File: config.mk
export PLATFORM = sky130hd
export DESIGN_NAME = teoq_front
export DESIGN_NICKNAME = d
export VERILOG_FILES = /design/src/hdl/teoq_pkg.sv /design/src/hdl/teoq_front.sv
export SDC_FILE = /design/constraint.sdc
export NUM_CORES = 1
export LEC_CHECK = 0
export ABC_AREA = 1
export BUFFER_PORTS_ARGS = -buffer_cell sky130_fd_sc_hd__buf_2
export CAP_MARGIN = 5
export CORE_ASPECT_RATIO = 1.1
export CORE_MARGIN = 5
export CORE_UTILIZATION = 47
export CTS_CLUSTER_DIAMETER = 100
export CTS_CLUSTER_SIZE = 20
export DETAILED_ROUTE_END_ITERATION = 12
export PLACE_DENSITY_LB_ADDON = 0.3
export SKIP_CTS_REPAIR_TIMING = 1
export SLEW_MARGIN = 0
export SYNTH_ARGS = -nofsm -noshare
export SYNTH_HDL_FRONTEND = slang
export SYNTH_SLANG_ARGS = --single-unit
File: constraint.sdc
create_clock -name clk -period 5.4 [get_ports clk]
set_input_delay 0.81 -clock clk [delete_from_list [all_inputs] [get_ports clk]]
set_output_delay 0.81 -clock clk [all_outputs]
set_load 0.02 [all_outputs]
File: src/hdl/teoq_pkg.sv
`default_nettype none
// ----------------------------------------------------------------------------
// teoq_pkg
// Shared types, codes and helpers for the timestamp ordered event queue.
// ----------------------------------------------------------------------------
package teoq_pkg;

  localparam int TIME_BITS    = 48;
  localparam int SEQ_BITS     = 32;
  localparam int PAYLOAD_BITS = 16;

  typedef enum logic {
    OP_PUBLISH = 1'b0,
    OP_DRAIN   = 1'b1
  } opcode_t;

  typedef enum logic [1:0] {
    STAT_RELEASED = 2'd0,
    STAT_NONE_DUE = 2'd1,
    STAT_FULL     = 2'd2
  } status_t;

  typedef enum logic {
    ST_IDLE  = 1'b0,
    ST_DRAIN = 1'b1
  } back_state_t;

  typedef struct packed {
    opcode_t                 opcode;
    logic [TIME_BITS-1:0]    event_time;
    logic [SEQ_BITS-1:0]     event_seq;
    logic [PAYLOAD_BITS-1:0] event_payload;
    logic [TIME_BITS-1:0]    cutoff_time;
  } in_item_t;

  typedef struct packed {
    status_t                 status;
    logic [TIME_BITS-1:0]    out_time;
    logic [SEQ_BITS-1:0]     out_seq;
    logic [PAYLOAD_BITS-1:0] out_payload;
    logic                    last;
  } result_t;

  typedef struct packed {
    logic [TIME_BITS-1:0]    tstamp;
    logic [SEQ_BITS-1:0]     seq;
    logic [PAYLOAD_BITS-1:0] payload;
  } entry_t;

  // classified command; a drain carries its cutoff in ev.tstamp
  typedef struct packed {
    opcode_t op;
    entry_t  ev;
  } cmd_t;

  // true when key a is strictly greater than key b
  function automatic logic key_after(entry_t a, entry_t b);
    if (a.tstamp != b.tstamp) begin
      return a.tstamp > b.tstamp;
    end
    return a.seq > b.seq;
  endfunction

endpackage
`default_nettype wire

File: src/hdl/teoq_front.sv
`default_nettype none
// ----------------------------------------------------------------------------
// teoq_front
// Accepts command beats, classifies them and buffers them in a two-entry queue.
// ----------------------------------------------------------------------------
module teoq_front (
  input  wire logic              clk,
  input  wire logic              rst,
  input  wire logic              start,
  output      logic              busy,
  input  wire teoq_pkg::in_item_t item,
  output      logic              cmd_valid,
  output      teoq_pkg::cmd_t    cmd,
  input  wire logic              cmd_take
);

  teoq_pkg::cmd_t fifo_mem [2];
  logic           wr_ptr;
  logic           rd_ptr;
  logic [1:0]     count;
  logic [1:0]     count_next;
  teoq_pkg::cmd_t cmd_in;
  logic           push;
  logic           pop;

  // a drain only needs its cutoff, carried in the time field
  always_comb begin
    cmd_in.op = item.opcode;
    if (item.opcode == teoq_pkg::OP_DRAIN) begin
      cmd_in.ev.tstamp  = item.cutoff_time;
      cmd_in.ev.seq     = '0;
      cmd_in.ev.payload = '0;
    end else begin
      cmd_in.ev.tstamp  = item.event_time;
      cmd_in.ev.seq     = item.event_seq;
      cmd_in.ev.payload = item.event_payload;
    end
  end

  assign busy      = (count == 2'd2);
  assign cmd_valid = (count != 2'd0);
  assign cmd       = fifo_mem[rd_ptr];
  assign push      = start && !busy;
  assign pop       = cmd_take && cmd_valid;

  always_comb begin
    count_next = count;
    if (push && !pop) begin
      count_next = count + 2'd1;
    end else if (pop && !push) begin
      count_next = count - 2'd1;
    end
  end

  always_ff @(posedge clk) begin
    if (push) begin
      fifo_mem[wr_ptr] <= cmd_in;
    end
  end

  always_ff @(posedge clk) begin
    if (rst) begin
      wr_ptr <= 1'b0;
      rd_ptr <= 1'b0;
      count  <= 2'd0;
    end else begin
      if (push) begin
        wr_ptr <= !wr_ptr;
      end
      if (pop) begin
        rd_ptr <= !rd_ptr;
      end
      count <= count_next;
    end
  end

endmodule
`default_nettype wire

==> impl_results.md <==
* Outcome: completed
* Final hold slack at 0.532 ns
* Cell Chain, Critical Path: buf_4, mux2_2, buf_2
* Register area at approximately 5900 um^2
* Buffers on Ports at 247
* Min Tclk post-route at 3.35 ns
* Root Driver: clkbuf_16
* Worst Hold Class: reg -> reg
* Placed Area at 9770 um^2
* Worst EP arrival at between 2 and 3 ns
* DR WL/cell at 16.3 um
* Post-synthesis cell type count at 14
* Clk sinks at 199
* Slew headroom at between 20 and 30%
* Layout Area Growth over Synthesis at 24.5%
* Clk buf depth at 2
* R2R Setup Slk at about 3.0 ns
* Mapped Nets at around 640
* Hold Path Sink: rd_ptr
* Worst Setup End Kind: output port
* Syn Std Cell Area at 8310 um^2
* Clock transition at path regs at roughly 0.06 ns
* Setup_tns at 0 ns
* Final #Nets at 894
* Pin count of the biggest net entering global routing at 76
* DRT iter0 DRCs at 178
* Cell count of the worst hold path at 2
* Cell family with most CP delay: flip-flops
* Worst slew pin tran at roughly 1.1 ns
* CP max stage cell: dfxtp_4
* Final period utilization at 62.1%
* Via density at 4.72
* Fraction of layout cells with a size suffix above 1 at 56.8%
* Register area share after synthesis at 71.3%
* Hold path startpoint: rd_ptr
* Syn. warnings at 0
* Initial antenna violation count at 0
* Area of the core at roughly 18,000 um^2
* Latest clock arrival within the worst-skew pair at 0.42 ns
* Syn_area_per_cell at 16.8 um^2
* Vias at roughly 4,700
* Post-DP HPWL at 11,300 um
* Number of buffers created by CTS at 17
* Reg2Reg Depth at 3
* Number of global-route vias before repair at 4,992
* Routed wire length at 16,200 um
* VDD IR max at approximately 0.25 mV
* Post-place setup slack at between 2 and 2.5 ns
* Die area at 20,500 um^2
* First-pass GRT wire length at 24,500 um
* Multi-input gate area at 2050 um^2
* CTS H-tree depth at 4
* Initial Utilization at 47.4%
* DIE WIDTH at 137 um
* #FFs+latches synth at 199
* Final Cell Area at 10,300 um^2
* Grt ovf at 0
* Placed Instances at 963
* CP max stage delay at 1.05 ns
* All-Layer GR Usage at 15.6%
* RR Endpoint: fifo_mem[1][88]
* First-pass detailed-route iteration total at 4
* Commonest non-fill, non-tap cell in the layout: buf_2
* Achievable Freq at 0.298 GHz
* Residual DRC at 0
* Final setup skew at ~0.0064 ns
* Leakage at 4.26 nW
* Antenna-violating nets left at 0
* Slew Limit Fails at 0
* TritonCTS clock tree: yes
* Critical Path Fanout Max at between 70 and 80
* Overall Power at 4.50 mW
* Setup violations, final at 0
* Synth Instances at 494
* Non-Filler Instances at between 900 and 1,000
* Die Y-Extent at 149 um
* Routability Congestion at 0.792
* Most frequent cells in the layout: buf_2 (246), edfxtp_1 (194), mux2_2 (115), inv_1 (56), nor2_1 (54)
* ANT cells at 0
* Fillers at 1,391
* Startpoint Class: register
* Worst path required time at 4.59 ns
* # rows at 51
* Io pins at 248
* Power Density at 435 nW/um^2
* WS Path Type: reg -> out
* Max Cap Violations at 0
* Final Util at roughly 59%
* Buf+Inv Stages, Crit Path at 2
* FF-to-FF Start: count[0]
* Fin. Hold Viols at 0
* RSZ-0062 raised after global routing: false
* Worst Slack Setup Final at 2.05 ns
[worst min-delay path: stages, from the launching register on]
cell	delay, ns
dfxtp_1	0.34
a21oi_1	0.06
nor2_1	0.10
[worst max-delay path by stage]
stage	depth (start not counted)	from	slack (ns)	endpoint
floorplan	2	start	-0.16	fifo_mem[0][0]
global placement	3	register	2.46	cmd[94]
detailed placement	3	register	2.41	cmd[96]
CTS	3	register	1.95	cmd[96]
global route	3	register	1.88	cmd[88]
finish	3	register	2.05	cmd[88]
[cell usage after synthesis, drive strengths merged]
library cell | n | area (um^2)
nor2 | 56 | 210
nand4 | 1 | 6.26
inv | 56 | 210
nand3 | 2 | 10.0
ha | 1 | 12.5
o21ai | 3 | 15.0
nand2 | 7 | 26.3
edfxtp | 194 | 5830
mux2 | 145 | 1750
buf | 22 | 141
dfxtp | 5 | 100
a21oi | 2 | 10.0
[per-layer routing]
metal	vias to the layer above	routed length, um	part of all wire (%)	global-route usage (%)
li1	2278	-	-	-
met1	2258	6250	38	17.2
met2	144	8670	53	28.7
met3	19	1110	6.8	4.07
met4	0	226	1.4	6.14
met5	-	0	0	0
[power breakdown]
group	internal (mW)	leakage (nW)	switching (mW)
Clock	0.689	0.275	0.547
Sequential	1.97	1.87	0.118
Combinational	0.501	2.11	0.679
Total	3.16	4.26	1.34
[layout make-up]
cell class | instances | area share (%)
Tap cell | 238 | 2.88
Timing Repair Buffer | 253 | 12.4
Multi-Input combinational cell | 217 | 19.8
Sequential cell | 199 | 57.3
Inverter | 56 | 2.03
Clock buffer | 19 | 4.18
Clock inverter | 13 | 1.40
[cells by family (layout without fill, tap and decap cells)]
group | after synthesis | in the layout | synth area share [%]
AO/OA/AOI/OAI | 5 | 5 | 0.301
adder cells (fa/ha/maj) | 1 | 1 | 0.150
buffers and inverters | 78 | 341 | 4.23
flip-flops | 199 | 199 | 71.3
multiplexers | 145 | 145 | 21.0
AND/OR/NAND/NOR | 66 | 66 | 3.04
[flip-flops by register name, summed over array words and instances (netlist names), named ones only]
signal,flops
fifo_mem,194
wr_ptr,1
count,2
rd_ptr,1
Power figures use the tool's default switching activity.
